`config.mk`:
```
export PLATFORM = sky130hd
export DESIGN_NAME = harq_tx_process_manager_core
export DESIGN_NICKNAME = d
export VERILOG_FILES = /design/src/design/hpm_pkg.sv /design/src/design/hpm_ram.sv /design/src/design/hpm_datapath.sv /design/src/design/hpm_ctrl.sv /design/src/design/harq_tx_process_manager_core.sv
export SDC_FILE = /design/constraint.sdc
export NUM_CORES = 1
export LEC_CHECK = 0
export ABC_AREA = 1
export BUFFER_PORTS_ARGS = -buffer_cell sky130_fd_sc_hd__buf_2
export CAP_MARGIN = 20
export CORE_MARGIN = 3
export CORE_UTILIZATION = 67
export CTS_CLUSTER_DIAMETER = 80
export DETAILED_ROUTE_END_ITERATION = 8
export HOLD_SLACK_MARGIN = 0.1
export PLACE_DENSITY = 0.94
export SYNTH_ARGS = -nofsm -noshare
export SYNTH_HDL_FRONTEND = slang
export SYNTH_HIERARCHICAL = 1
export SYNTH_SLANG_ARGS = --single-unit
```
`constraint.sdc`:
```
create_clock -name clock -period 10.5 [get_ports clock]
set_input_delay 2.1 -clock clock [delete_from_list [all_inputs] [get_ports clock]]
set_output_delay 2.1 -clock clock [all_outputs]
set_load 0.01 [all_outputs]
```
`src/design/hpm_pkg.sv`:
```
// ----------------------------------------------------------------------------
// hpm_pkg: shared types and codes for the HARQ transmit process manager
// Request and event codes, register indexes, and the command and status
// bundles that pass between the controller and the datapath.
// ----------------------------------------------------------------------------
package hpm_pkg;

   // Request codes
   localparam logic [2:0] REQ_SEND  = 3'd0;
   localparam logic [2:0] REQ_ACK   = 3'd1;
   localparam logic [2:0] REQ_NACK  = 3'd2;
   localparam logic [2:0] REQ_TICK  = 3'd3;
   localparam logic [2:0] REQ_CLEAR = 3'd4;

   // Event codes
   localparam logic [1:0] EV_NEW_TX   = 2'd0;
   localparam logic [1:0] EV_RETX     = 2'd1;
   localparam logic [1:0] EV_DROPPED  = 2'd2;
   localparam logic [1:0] EV_REJECTED = 2'd3;

   // Register indexes
   localparam logic [1:0] CSR_PROCS_IN_USE = 2'd0;
   localparam logic [1:0] CSR_ACK_TIMEOUT  = 2'd1;
   localparam logic [1:0] CSR_RETRY_LIMIT  = 2'd2;

   // Entry store layout: retry count above the deadline
   localparam int RC_W    = 8;
   localparam int TIME_W  = 32;
   localparam int ENTRY_W = RC_W + TIME_W;

   typedef struct packed {
      logic [1:0]      kind;
      logic [5:0]      proc_num;
      logic            ndi;
      logic [RC_W-1:0] attempt;
   } result_type;

   typedef struct packed {
      logic load;       // latch the accepted request
      logic idx_start;  // index from the search pointer, count cleared
      logic idx_zero;   // index zero, count cleared
      logic idx_pid;    // index from the request's process id, count cleared
      logic idx_norm;   // index reduced by the active count
      logic idx_step;   // index advanced with wrap, count incremented
      logic take;       // claim the entry at the index for a new transmission
      logic reject;     // stage a rejected result
      logic ack;        // free the process named by the request
      logic clear;      // free every process
      logic tmark;      // raise the time mark
      logic rd;         // read the entry store at the index
      logic retry;      // retransmit or drop the entry at the index
      logic flush;      // send the staged result as the final one
   } cmd_type;

   typedef struct packed {
      logic [2:0] kind;
      logic       pid_ok;
      logic       idx_ge_n;
      logic       idx_busy;
      logic       scan_done;
      logic       hit;
      logic       pend_valid;
      logic       can_push;
   } status_type;

endpackage

```
`src/design/hpm_ram.sv`:
```
// ----------------------------------------------------------------------------
// hpm_ram: generic single-write, single-read RAM
// One write port and one read port with registered read data.
// ----------------------------------------------------------------------------
module hpm_ram #(
   parameter int WIDTH = 40,
   parameter int DEPTH = 8
) (
   input  logic                                   clock,
   input  logic                                   wr_en,
   input  logic [((DEPTH > 1) ? $clog2(DEPTH) : 1)-1:0] wr_addr,
   input  logic [WIDTH-1:0]                       wr_data,
   input  logic                                   rd_en,
   input  logic [((DEPTH > 1) ? $clog2(DEPTH) : 1)-1:0] rd_addr,
   output logic [WIDTH-1:0]                       rd_data
);

   logic [WIDTH-1:0] mem_ff [DEPTH];
   logic [WIDTH-1:0] rd_data_ff;

   always_ff @(posedge clock) begin
      if (wr_en) begin
         mem_ff[wr_addr] <= wr_data;
      end
      if (rd_en) begin
         rd_data_ff <= mem_ff[rd_addr];
      end
   end

   assign rd_data = rd_data_ff;

endmodule

```
`src/design/hpm_datapath.sv`:
```
// ----------------------------------------------------------------------------
// hpm_datapath: process table, registers and result path
// Holds the busy, new-data and retry-count valid flags, the entry store for
// retry counts and deadlines, the staged result and the output register.
// ----------------------------------------------------------------------------
module hpm_datapath #(
   parameter int NUM_PROC = 8
) (
   input  logic                 clock,
   input  logic                 reset,
   input  logic [2:0]           req_type,
   input  logic [6:0]           req_proc_id,
   input  logic [31:0]          req_now_ms,
   input  logic                 csr_we,
   input  logic [1:0]           csr_index,
   input  logic [31:0]          csr_wdata,
   input  hpm_pkg::cmd_type     cmd,
   output hpm_pkg::status_type  status,
   input  logic                 rsp_ready,
   output logic                 rsp_valid,
   output logic [1:0]           rsp_event_kind,
   output logic [5:0]           rsp_proc_out,
   output logic                 rsp_new_data_bit,
   output logic [7:0]           rsp_attempt,
   output logic                 rsp_last
);

   localparam int IW = (NUM_PROC > 1) ? $clog2(NUM_PROC) : 1;
   localparam logic [6:0] NumProc = 7'(NUM_PROC);

   // Configuration
   logic [6:0]  piu_ff;
   logic [31:0] ack_to_ff;
   logic [7:0]  limit_ff;

   // Latched request
   logic [2:0]  kind_ff;
   logic [6:0]  pid_ff;
   logic [31:0] now_ff;

   // Scan state
   logic [IW-1:0] idx_ff;
   logic [6:0]    cnt_ff;
   logic [IW-1:0] ss_ff;
   logic [31:0]   tmark_ff;

   // Per-process flags
   logic [NUM_PROC-1:0] busy_ff, busy_in;
   logic [NUM_PROC-1:0] ndi_ff, ndi_in;
   logic [NUM_PROC-1:0] rcv_ff, rcv_in;

   // Staged result and output register
   logic                 pend_valid_ff;
   hpm_pkg::result_type  pend_ff;
   logic                 rsp_valid_ff;
   hpm_pkg::result_type  rsp_ff;
   logic                 rsp_last_ff;

   logic [6:0]  n_act;
   logic [6:0]  idx_ext;
   logic [6:0]  idx_red;
   logic [IW-1:0] idx_wrap_next;
   logic [31:0] deadline_new;
   logic [hpm_pkg::ENTRY_W-1:0] ram_rd_data;
   logic [hpm_pkg::ENTRY_W-1:0] ram_wr_data;
   logic        ram_wr_en;
   logic [7:0]  rc_rd;
   logic [7:0]  rc_inc;
   logic [31:0] diff;
   logic        drop;
   logic        pid_ok;
   logic        can_push;
   logic        push;
   hpm_pkg::result_type retry_res;
   hpm_pkg::result_type take_res;
   hpm_pkg::result_type rej_res;

   // A count of zero acts as one; counts above the built size are capped.
   always_comb begin
      if (piu_ff == 7'd0) begin
         n_act = 7'd1;
      end else if (piu_ff > NumProc) begin
         n_act = NumProc;
      end else begin
         n_act = piu_ff;
      end
   end

   assign idx_ext       = 7'(idx_ff);
   assign idx_red       = idx_ext - n_act;
   assign idx_wrap_next = ((idx_ext + 7'd1) == n_act) ? '0 : idx_ff + IW'(1);
   assign deadline_new  = tmark_ff + ack_to_ff;
   assign pid_ok        = pid_ff < n_act;

   // A retry count whose entry was cleared reads as zero.
   assign rc_rd  = rcv_ff[idx_ff] ? ram_rd_data[hpm_pkg::ENTRY_W-1:hpm_pkg::TIME_W] : 8'd0;
   assign rc_inc = rc_rd + 8'd1;
   assign diff   = now_ff - ram_rd_data[hpm_pkg::TIME_W-1:0];
   assign drop   = rc_rd >= limit_ff;

   always_comb begin
      retry_res.kind     = drop ? hpm_pkg::EV_DROPPED : hpm_pkg::EV_RETX;
      retry_res.proc_num = 6'(idx_ff);
      retry_res.ndi      = ndi_ff[idx_ff];
      retry_res.attempt  = drop ? rc_rd : rc_inc;
      take_res.kind      = hpm_pkg::EV_NEW_TX;
      take_res.proc_num  = 6'(idx_ff);
      take_res.ndi       = ~ndi_ff[idx_ff];
      take_res.attempt   = 8'd0;
      rej_res.kind       = hpm_pkg::EV_REJECTED;
      rej_res.proc_num   = 6'd0;
      rej_res.ndi        = 1'b0;
      rej_res.attempt    = 8'd0;
   end

   assign ram_wr_en   = cmd.take | (cmd.retry & ~drop);
   assign ram_wr_data = {(cmd.take ? 8'd0 : rc_inc), deadline_new};

   hpm_ram #(
      .WIDTH (hpm_pkg::ENTRY_W),
      .DEPTH (NUM_PROC)
   ) u_entry_ram (
      .clock   (clock),
      .wr_en   (ram_wr_en),
      .wr_addr (idx_ff),
      .wr_data (ram_wr_data),
      .rd_en   (cmd.rd),
      .rd_addr (idx_ff),
      .rd_data (ram_rd_data)
   );

   always_comb begin
      busy_in = busy_ff;
      ndi_in  = ndi_ff;
      rcv_in  = rcv_ff;
      if (cmd.take) begin
         busy_in[idx_ff] = 1'b1;
         ndi_in[idx_ff]  = ~ndi_ff[idx_ff];
         rcv_in[idx_ff]  = 1'b1;
      end
      if (cmd.retry) begin
         if (drop) begin
            busy_in[idx_ff] = 1'b0;
         end else begin
            rcv_in[idx_ff] = 1'b1;
         end
      end
      if (cmd.ack && pid_ok) begin
         busy_in[pid_ff[IW-1:0]] = 1'b0;
      end
      if (cmd.clear) begin
         busy_in = '0;
         rcv_in  = '0;
      end
   end

   assign can_push = ~rsp_valid_ff | rsp_ready;
   // A new tick hit pushes the previous one out; the final one leaves on flush.
   assign push     = (cmd.retry & pend_valid_ff) | cmd.flush;

   always_ff @(posedge clock) begin
      if (reset) begin
         piu_ff        <= 7'd8;
         ack_to_ff     <= 32'd10;
         limit_ff      <= 8'd4;
         busy_ff       <= '0;
         ndi_ff        <= '0;
         rcv_ff        <= '0;
         ss_ff         <= '0;
         tmark_ff      <= '0;
         pend_valid_ff <= 1'b0;
         rsp_valid_ff  <= 1'b0;
      end else begin
         if (csr_we) begin
            case (csr_index)
               hpm_pkg::CSR_PROCS_IN_USE: piu_ff    <= csr_wdata[6:0];
               hpm_pkg::CSR_ACK_TIMEOUT:  ack_to_ff <= csr_wdata;
               hpm_pkg::CSR_RETRY_LIMIT:  limit_ff  <= csr_wdata[7:0];
               default: ;
            endcase
         end
         busy_ff <= busy_in;
         ndi_ff  <= ndi_in;
         rcv_ff  <= rcv_in;
         if (cmd.clear) begin
            ss_ff <= '0;
         end else if (cmd.take) begin
            ss_ff <= idx_wrap_next;
         end
         if (cmd.tmark && (now_ff > tmark_ff)) begin
            tmark_ff <= now_ff;
         end
         if (cmd.take || cmd.reject || cmd.retry) begin
            pend_valid_ff <= 1'b1;
         end else if (cmd.flush) begin
            pend_valid_ff <= 1'b0;
         end
         if (push) begin
            rsp_valid_ff <= 1'b1;
         end else if (rsp_ready) begin
            rsp_valid_ff <= 1'b0;
         end
      end
   end

   always_ff @(posedge clock) begin
      if (cmd.load) begin
         kind_ff <= req_type;
         pid_ff  <= req_proc_id;
         now_ff  <= req_now_ms;
      end
      if (cmd.idx_start) begin
         idx_ff <= ss_ff;
         cnt_ff <= 7'd0;
      end else if (cmd.idx_zero) begin
         idx_ff <= '0;
         cnt_ff <= 7'd0;
      end else if (cmd.idx_pid) begin
         idx_ff <= pid_ff[IW-1:0];
         cnt_ff <= 7'd0;
      end else if (cmd.idx_norm) begin
         idx_ff <= idx_red[IW-1:0];
      end else if (cmd.idx_step) begin
         idx_ff <= idx_wrap_next;
         cnt_ff <= cnt_ff + 7'd1;
      end
      if (cmd.take) begin
         pend_ff <= take_res;
      end else if (cmd.reject) begin
         pend_ff <= rej_res;
      end else if (cmd.retry) begin
         pend_ff <= retry_res;
      end
      if (push) begin
         rsp_ff      <= pend_ff;
         rsp_last_ff <= cmd.flush;
      end
   end

   always_comb begin
      status.kind       = kind_ff;
      status.pid_ok     = pid_ok;
      status.idx_ge_n   = idx_ext >= n_act;
      status.idx_busy   = busy_ff[idx_ff];
      status.scan_done  = cnt_ff == (n_act - 7'd1);
      status.hit        = ~diff[31];
      status.pend_valid = pend_valid_ff;
      status.can_push   = can_push;
   end

   assign rsp_valid        = rsp_valid_ff;
   assign rsp_event_kind   = rsp_ff.kind;
   assign rsp_proc_out     = rsp_ff.proc_num;
   assign rsp_new_data_bit = rsp_ff.ndi;
   assign rsp_attempt      = rsp_ff.attempt;
   assign rsp_last         = rsp_last_ff;

endmodule

```
`src/design/hpm_ctrl.sv`:
```
// ----------------------------------------------------------------------------
// hpm_ctrl: request sequencer
// Decodes each item and walks the process table one entry at a time,
// issuing commands to the datapath.
// ----------------------------------------------------------------------------
module hpm_ctrl (
   input  logic                clock,
   input  logic                reset,
   input  logic                req_valid,
   output logic                req_ready,
   output hpm_pkg::cmd_type    cmd,
   input  hpm_pkg::status_type status
);

   localparam logic [3:0] ST_IDLE     = 4'd0;
   localparam logic [3:0] ST_DISPATCH = 4'd1;
   localparam logic [3:0] ST_NORM     = 4'd2;
   localparam logic [3:0] ST_SEND     = 4'd3;
   localparam logic [3:0] ST_NACK_CHK = 4'd4;
   localparam logic [3:0] ST_NACK_EV  = 4'd5;
   localparam logic [3:0] ST_TICK_RD  = 4'd6;
   localparam logic [3:0] ST_TICK_EV  = 4'd7;
   localparam logic [3:0] ST_FLUSH    = 4'd8;

   logic [3:0] state_ff, state_in;

   always_comb begin
      cmd      = '0;
      state_in = state_ff;
      case (state_ff)
         ST_IDLE: begin
            if (req_valid) begin
               cmd.load = 1'b1;
               state_in = ST_DISPATCH;
            end
         end
         ST_DISPATCH: begin
            case (status.kind)
               hpm_pkg::REQ_SEND: begin
                  cmd.idx_start = 1'b1;
                  state_in      = ST_NORM;
               end
               hpm_pkg::REQ_ACK: begin
                  cmd.ack  = 1'b1;
                  state_in = ST_IDLE;
               end
               hpm_pkg::REQ_NACK: begin
                  if (status.pid_ok) begin
                     cmd.idx_pid = 1'b1;
                     state_in    = ST_NACK_CHK;
                  end else begin
                     state_in = ST_IDLE;
                  end
               end
               hpm_pkg::REQ_TICK: begin
                  cmd.tmark    = 1'b1;
                  cmd.idx_zero = 1'b1;
                  state_in     = ST_TICK_RD;
               end
               hpm_pkg::REQ_CLEAR: begin
                  cmd.clear = 1'b1;
                  state_in  = ST_IDLE;
               end
               default: state_in = ST_IDLE;
            endcase
         end
         ST_NORM: begin
            // The pointer can sit past the active count after a resize.
            if (status.idx_ge_n) begin
               cmd.idx_norm = 1'b1;
            end else begin
               state_in = ST_SEND;
            end
         end
         ST_SEND: begin
            if (!status.idx_busy) begin
               cmd.take = 1'b1;
               state_in = ST_FLUSH;
            end else if (status.scan_done) begin
               cmd.reject = 1'b1;
               state_in   = ST_FLUSH;
            end else begin
               cmd.idx_step = 1'b1;
            end
         end
         ST_NACK_CHK: begin
            if (status.idx_busy) begin
               cmd.rd   = 1'b1;
               state_in = ST_NACK_EV;
            end else begin
               state_in = ST_IDLE;
            end
         end
         ST_NACK_EV: begin
            cmd.retry = 1'b1;
            state_in  = ST_FLUSH;
         end
         ST_TICK_RD: begin
            if (status.idx_busy) begin
               cmd.rd   = 1'b1;
               state_in = ST_TICK_EV;
            end else if (status.scan_done) begin
               state_in = ST_FLUSH;
            end else begin
               cmd.idx_step = 1'b1;
            end
         end
         ST_TICK_EV: begin
            // A hit waits while the previously staged result cannot move out.
            if (!status.hit || !status.pend_valid || status.can_push) begin
               cmd.retry = status.hit;
               if (status.scan_done) begin
                  state_in = ST_FLUSH;
               end else begin
                  cmd.idx_step = 1'b1;
                  state_in     = ST_TICK_RD;
               end
            end
         end
         ST_FLUSH: begin
            if (!status.pend_valid) begin
               state_in = ST_IDLE;
            end else if (status.can_push) begin
               cmd.flush = 1'b1;
               state_in  = ST_IDLE;
            end
         end
         default: state_in = ST_IDLE;
      endcase
   end

   always_ff @(posedge clock) begin
      if (reset) begin
         state_ff <= ST_IDLE;
      end else begin
         state_ff <= state_in;
      end
   end

   assign req_ready = state_ff == ST_IDLE;

endmodule

```
`src/design/harq_tx_process_manager_core.sv`:
```
// ----------------------------------------------------------------------------
// harq_tx_process_manager_core: HARQ transmit process manager
// Channel   Direction  Signals
// req       in         req_valid, req_ready, req_type, req_proc_id, req_now_ms
// rsp       out        rsp_valid, rsp_ready, rsp_event_kind, rsp_proc_out,
//                      rsp_new_data_bit, rsp_attempt, rsp_last
// csr       in         csr_we, csr_index, csr_wdata
//
// One item is worked at a time. Ack, clear and ignored items pass only through
// dispatch; a nack in range checks the busy flag, and for a busy process reads
// the entry store, then retries or drops. A send brings a pointer left past n by
// a resize below n, then scans at most n active processes. A tick scans all n
// active entries; each busy one's retry count and deadline are read and evaluated.
// Reset clears the tables at once; there is no clearing pass. A stalled result
// output holds up a tick or the end of an item only once the staged result
// and the output register are both full.
// ----------------------------------------------------------------------------
module harq_tx_process_manager_core #(
   parameter int NUM_PROC = 8
) (
   input  logic        clock,
   input  logic        reset,
   input  logic        req_valid,
   output logic        req_ready,
   input  logic [2:0]  req_type,
   input  logic [6:0]  req_proc_id,
   input  logic [31:0] req_now_ms,
   output logic        rsp_valid,
   input  logic        rsp_ready,
   output logic [1:0]  rsp_event_kind,
   output logic [5:0]  rsp_proc_out,
   output logic        rsp_new_data_bit,
   output logic [7:0]  rsp_attempt,
   output logic        rsp_last,
   input  logic        csr_we,
   input  logic [1:0]  csr_index,
   input  logic [31:0] csr_wdata
);

   hpm_pkg::cmd_type    dp_cmd;
   hpm_pkg::status_type dp_status;

   hpm_ctrl u_ctrl (
      .clock     (clock),
      .reset     (reset),
      .req_valid (req_valid),
      .req_ready (req_ready),
      .cmd       (dp_cmd),
      .status    (dp_status)
   );

   hpm_datapath #(
      .NUM_PROC (NUM_PROC)
   ) u_datapath (
      .clock            (clock),
      .reset            (reset),
      .req_type         (req_type),
      .req_proc_id      (req_proc_id),
      .req_now_ms       (req_now_ms),
      .csr_we           (csr_we),
      .csr_index        (csr_index),
      .csr_wdata        (csr_wdata),
      .cmd              (dp_cmd),
      .status           (dp_status),
      .rsp_ready        (rsp_ready),
      .rsp_valid        (rsp_valid),
      .rsp_event_kind   (rsp_event_kind),
      .rsp_proc_out     (rsp_proc_out),
      .rsp_new_data_bit (rsp_new_data_bit),
      .rsp_attempt      (rsp_attempt),
      .rsp_last         (rsp_last)
   );

   // No staged result may be left behind when a new item can be taken.
   assert property (@(posedge clock) disable iff (reset)
      req_ready |-> !dp_status.pend_valid)
      else $error("staged result left over while idle");

   assert property (@(posedge clock) disable iff (reset)
      (req_valid && req_ready) |=> !req_ready)
      else $error("second item taken before the first was worked");

   assert property (@(posedge clock) disable iff (reset)
      dp_cmd.take |-> !dp_status.idx_busy)
      else $error("busy process claimed by a send");

   assert property (@(posedge clock) disable iff (reset)
      (rsp_valid && (rsp_event_kind == hpm_pkg::EV_REJECTED ||
                     rsp_event_kind == hpm_pkg::EV_NEW_TX))
      |-> (rsp_last && rsp_attempt == 8'd0))
      else $error("send result not final or with nonzero attempt");

endmodule

```
==> results.json, run 1 <==
{
  "synthTopCellsByArea": "edfxtp_1 (47%), nand2_1 (11%), dfxtp_1 (9.5%)",
  "cts_tree": "done",
  "finalSetupViolCount": 0,
  "drt-total-wl_mm": 78.9,
  "power_density_nw_per_um2": 160,
  "dr_total_vias": 22700,
  "start_util": 0.680,
  "worst-setup-path-type": "reg -> reg",
  "fp-row-count": 73,
  "vdd_ir_drop_max_uv": 141,
  "synth_seq_cells": 553,
  "synth_top_area_share": 0.469,
  "hpwl_mm": 46.7,
  "critPathMaxFanout": 40,
  "endpoint_kind": "register",
  "rsz0062_at_grt": "no",
  "cp_data_required_time_ns": 10.73,
  "p_leak_nw": 13.6,
  "finalHoldViolCount": 0,
  "viasPerCell": 6.21,
  "clockRootBuffer": "clkbuf_16",
  "cpPeakStageDelay_ns": 0.66,
  "hp-start": "u_datapath/pend_ff[9]",
  "die_w_um": 207,
  "layout_worst_path_cycle_share": 0.485,
  "syn_to_final_growth_pct": 9.89,
  "report.final.slew_viol_count": 0,
  "routedWlPerCell_um": 21.5,
  "synth_edf_count": 424,
  "design_area_um2": 29800,
  "startpoint": "u_datapath/now_ff[6]",
  "async_flop_share": 0,
  "cts.path.max_buffers": 3,
  "cpMaxStageDelayCell": "buf_4",
  "syn_area_um2": 27200,
  "syn_avg_cell_area_um2": 9.00,
  "final_cells": 3663,
  "cp_common_cell": "nand2_1",
  "layout_min_cycle_time_ns": 5.09,
  "whs_ns": 0.422,
  "overflow": 0,
  "worstPathArrival_ns": 5.33,
  "finalSetupTns_ns": 0,
  "max_slew.worst_pin.slew_ns": 1.07,
  "design.core.area_um2": 39900,
  "relSlewSlack": 0.283,
  "fin_util": 0.748,
  "cts.sinks": 553,
  "cts_made_buffers": 55,
  "antenna_found_initial": 1,
  "drive_gt1_frac": 0.113,
  "cp_cell_sequence": "ha_1 -> a21oi_1 -> o21ai_0 -> o211ai_1 -> o2111ai_1 -> nand2_1 -> nand2_1 -> xor2_1 -> nand2_1 -> o21ai_1 -> buf_4 -> nand3_2 -> nand2_2 -> nand2_1 -> nor2_4 -> buf_4",
  "finClkSkew_ns": 0.0311,
  "synth.distinct_cells": 56,
  "grt_pass1_vias": 22600,
  "drt_iter0_markers": 3727,
  "cts_hold_buf": 0,
  "yosys_warnings": 6,
  "nets": 3288,
  "cap_violations": 0,
  "antennaDiodeCount": 0,
  "synth.most_common_cell": "nand2_1",
  "post_cts_buffers": 0,
  "post_cts_resize_count": 0,
  "num_io_pins": 101,
  "status": "completed",
  "dr.pass1.iters": 6,
  "grt_pass1_wl_mm": 122,
  "cts.reportedPaths.clkPinSlew_ns": 0.06,
  "dp.cells": 3558,
  "grt_usage": 0.356,
  "yosysTopAreaCell": "edfxtp_1",
  "gp_congestion": 0.959,
  "antenna_left": 0,
  "die_area_um2": 43000,
  "startpoint_type": "register",
  "numPortBuffers": 97,
  "placed_area_um2": 28000,
  "fmax_mhz": 196,
  "drcViolationCount": 0,
  "die_h_um": 207,
  "timing.rr.start": "u_datapath/now_ff[6]",
  "synthTopCellsByCount": "nand2_1 (797), edfxtp_1 (424), inv_1 (414)",
  "yosys_most_used_dff": "edfxtp_1",
  "ys_seq_area_frac": 0.564,
  "worstSkewPairLatency_ns": 0.62,
  "holdCritPathClass": "reg -> reg",
  "netlist_instances": 3018,
  "grt_max_degree": 161,
  "htree_num_levels": 2
}
==> layout by cell type (no fill, tap or decap), types with 32 or more instances in the layout <==
cell	n
nor2_1	226
inv_1	413
nand2_1	796
dfxtp_1	129
o21ai_0	94
ha_1	113
a21oi_1	156
edfxtp_1	424
inv_2	107
nand3_1	227
clkbuf_16	58
buf_2	98
nand3b_1	32
==> worst paths after layout <==
kind	to	slack, ns	cells after the start
setup / recovery	u_datapath/u_entry_ram/mem_ff[0][16]	5.41	16
hold / removal	u_datapath/rsp_proc_out[0]	0.42	0
setup reg to reg	u_datapath/u_entry_ram/mem_ff[0][16]	5.41	16
hold reg to reg	u_datapath/rsp_proc_out[0]	0.42	0
==> state kept, by name (all words and copies together), names as in the netlist, 8 cells and up <==
register,cells
u_datapath/busy_ff,8
u_datapath/ack_to_ff,32
u_datapath/rsp_attempt,8
u_datapath/ndi_ff,8
u_datapath/rcv_ff,8
u_datapath/now_ff,32
u_datapath/u_entry_ram/rd_data,40
u_datapath/limit_ff,8
u_datapath/u_entry_ram/mem_ff,320
u_datapath/tmark_ff,32
u_datapath/pend_ff,14
==> stage by stage <==
stage | power, W | setup WS [ns]
after floorplan | 0.00269 | 4.98
after global placement | 0.00278 | 5.94
after detailed placement | 0.00280 | 5.76
after CTS | 0.00477 | 5.63
after global routing | 0.00490 | 5.26
final | 0.00479 | 5.41
==> worst max-delay path, delay by kind of cell (launching register included) <==
family	cells	cell delay, ns
buf+inv	2	0.93
simple gates	7	1.35
compound gates	5	1.10
fa+ha+maj	1	0.39
xor+xnor	1	0.47
flops	1	0.45
==> cell families after synthesis <==
kind of cell,after synthesis,share of synthesized area
DFF,553,0.564
and+or+nand+nor,1367,0.212
buffers and inverters,635,0.0954
xor gates and xnor gates,39,0.0126
AOI/OAI and AO/OA,307,0.0618
other,2,0.000277
adders and majority gates,115,0.0535
==> where the power goes <==
| group | leakage (nW) | internal, W | switching, W |
|---|---|---|---|
| logic | 7.97 | 0.000104 | 0.000254 |
| registers | 4.73 | 0.00240 | 0.0000309 |
| clock network | 0.884 | 0.00115 | 0.000853 |
| total | 13.6 | 0.00365 | 0.00114 |
==> final cells by class <==
cell class                 count  area [µm²]
multi-input combinational   1834        9350
clock buffer                  82        1590
tap                          525         657
fill                        2339       10100
sequential                   553       15300
timing repair buffer         123         718
inverter                     525        1980
clock inverter                21         229
==> per-layer routing <==
layer | vias up | wire [µm] | global-route usage | share of wire
met5 | - | 0 | 0 | 0
met4 | 0 | 5500 | 0.208 | 0.070
met3 | 463 | 9570 | 0.0801 | 0.12
met2 | 1904 | 37600 | 0.591 | 0.48
met1 | 10500 | 26200 | 0.431 | 0.33
li1 | 9894 | - | - | -
Power figures use the tool's default switching activity.
==> run 2: changes to the inputs <==
--- a/config.mk
+++ b/config.mk
@@ -9,11 +9,11 @@
 export BUFFER_PORTS_ARGS = -buffer_cell sky130_fd_sc_hd__buf_2
 export CAP_MARGIN = 20
 export CORE_MARGIN = 3
-export CORE_UTILIZATION = 67
+export CORE_UTILIZATION = 56
 export CTS_CLUSTER_DIAMETER = 80
 export DETAILED_ROUTE_END_ITERATION = 8
 export HOLD_SLACK_MARGIN = 0.1
-export PLACE_DENSITY = 0.94
+export PLACE_DENSITY = 0.85
 export SYNTH_ARGS = -nofsm -noshare
 export SYNTH_HDL_FRONTEND = slang
 export SYNTH_HIERARCHICAL = 1
==> constraint.sdc (replaced) <==
create_clock -name clock -period 4.5 [get_ports clock]
set_input_delay 0.9 -clock clock [delete_from_list [all_inputs] [get_ports clock]]
set_output_delay 0.9 -clock clock [all_outputs]
set_load 0.01 [all_outputs]
==> run 2 against run 1 <==
Against the previous run: fmax is 19% higher; sequential power is 130% higher; via count is 7.4% lower; critical path depth is 1 lower; sequential share of layout area is 0.52 points lower; register-to-register slack worse by 5.2 ns; first-iteration DRC count is 36% lower.
==> results.json, run 2 (synthesis gave the netlist of run 1 again) <==
{
  "status": "completed",
  "cp_data_required_time_ns": 4.83,
  "cts.path.max_buffers": 3,
  "max_slew.worst_pin.slew_ns": 1.03,
  "numPortBuffers": 97,
  "fin_util": 0.630,
  "htree_num_levels": 2,
  "finalHoldViolCount": 0,
  "antenna_left": 0,
  "finalPower_w": 0.0111,
  "report.final.slew_viol_count": 0,
  "grt_pass1_wl_mm": 106,
  "grt_max_degree": 85,
  "cts_hold_buf": 0,
  "critPathMaxFanout": 20,
  "antenna_found_initial": 0,
  "die_h_um": 226,
  "power_density_nw_per_um2": 369,
  "gp_congestion": 0.944,
  "endpoint_kind": "register",
  "layout_worst_path_cycle_share": 0.954,
  "overflow": 0,
  "startpoint_type": "register",
  "worstPathArrival_ns": 4.62,
  "p_leak_nw": 13.7,
  "layout_min_cycle_time_ns": 4.29,
  "dr_total_vias": 21100,
  "drcViolationCount": 0,
  "worstSkewPairLatency_ns": 0.64,
  "finClkSkew_ns": 0.0424,
  "antennaDiodeCount": 0,
  "multi_input_area_um2": 9350,
  "hpwl_mm": 46.3,
  "cap_violations": 0,
  "rsz0062_at_grt": "no",
  "cts_tree": "done",
  "dr.pass1.iters": 6,
  "die_w_um": 226,
  "grt_pass1_vias": 20100,
  "drt_iter0_markers": 2376,
  "whs_ns": 0.419,
  "placed_area_um2": 28300,
  "design_area_um2": 30100,
  "mostFrequentLayoutCells": "nand2_1 (796), edfxtp_1 (424), inv_1 (413), nand3_1 (227), nor2_1 (226)",
  "drt-total-wl_mm": 69.2,
  "cts_made_buffers": 56,
  "holdCritPathClass": "reg -> reg",
  "num-fill-cells": 3659,
  "syn_to_final_growth_pct": 11.0,
  "cts.sinks": 553,
  "relSlewSlack": 0.315,
  "num_io_pins": 101,
  "post_cts_resize_count": 0,
  "top_register": "u_datapath/u_entry_ram/mem_ff",
  "clockRootBuffer": "clkbuf_16",
  "cts.reportedPaths.clkPinSlew_ns": 0.06,
  "grt_usage": 0.267,
  "drive_gt1_frac": 0.122,
  "finalSetupViolCount": 0,
  "viasPerCell": 5.59,
  "post_cts_buffers": 0,
  "mostFrequentLayoutCell": "nand2_1",
  "fp-row-count": 80,
  "regArea_um2": 15300,
  "design.core.area_um2": 47800,
  "die_area_um2": 51200,
  "nets": 3307,
  "start_util": 0.568,
  "routedWlPerCell_um": 18.4,
  "largest_reg_flops": 320,
  "vdd_ir_drop_max_uv": 301,
  "fmax_mhz": 233,
  "worst-setup-path-type": "reg -> reg"
}
[run 2: cell types whose count changed in the layout (fill, tap and decap cells not counted), moves of 2 or more]
| cell | change |
|---|---|
| clkinvlp_4 | +7 |
| clkbuf_8 | -3 |
| buf_16 | -2 |
| clkinv_2 | +6 |
| clkinv_1 | +4 |
| clkbuf_1 | -14 |
| buf_12 | +6 |
| buf_4 | +15 |
[run 2: critical path: stages (launching register included)]
cell and delay, ns:
edfxtp_1 0.43, ha_1 0.37, nand4_1 0.10, inv_1 0.11
nand2_1 0.14, nor4_1 0.41, nand2_1 0.21, nand2_1 0.19
xor2_1 0.38, nand2_1 0.10, o21ai_1 0.19, nand3_2 0.14
nand2_2 0.23, nand2_1 0.29, nor2_4 0.46, buf_12 0.24
[run 2: metal layers]
layer | wire length, µm | vias up | GRT usage
met2 | 33100 | 1124 | 0.449
met4 | 3430 | 0 | 0.131
li1 | - | 9927 | -
met3 | 5960 | 225 | 0.0394
met5 | 0 | - | 0
met1 | 26700 | 9796 | 0.341
[run 2: final cells by class]
cell class / count / share of cell area
clock buffers: 64 / 0.0488
well taps: 615 / 0.0255
inverters: 525 / 0.0656
multi-input cells: 1834 / 0.310
repair buffers: 141 / 0.0295
flip-flops and latches: 553 / 0.508
clock inverters: 40 / 0.0124
[run 2: where the power goes]
group | internal, W | switching [W]
logic | 0.000246 | 0.000559
registers | 0.00559 | 0.0000671
clock network | 0.00264 | 0.00200
total | 0.00848 | 0.00263
[run 2: metrics by stage]
step,TNS (ns),std cells,setup WS (ns)
floorplan,-45.07,3022,-0.165
global placement,0,3668,0.496
detailed placement,0,3668,0.388
CTS,0,3772,0.309
global route,0,3772,0.0461
finish,0,3772,0.207
[run 2: final timing paths]
check             slack [ns]                  start  depth (start not counted)                                   end
setup reg to reg        0.21  u_datapath/now_ff[30]                         15  u_datapath/u_entry_ram/mem_ff[3][38]
hold / removal          0.42  u_datapath/pend_ff[8]                          0           u_datapath/rsp_new_data_bit
setup / recovery        0.21  u_datapath/now_ff[30]                         15  u_datapath/u_entry_ram/mem_ff[3][38]
hold reg to reg         0.42  u_datapath/pend_ff[8]                          0           u_datapath/rsp_new_data_bit
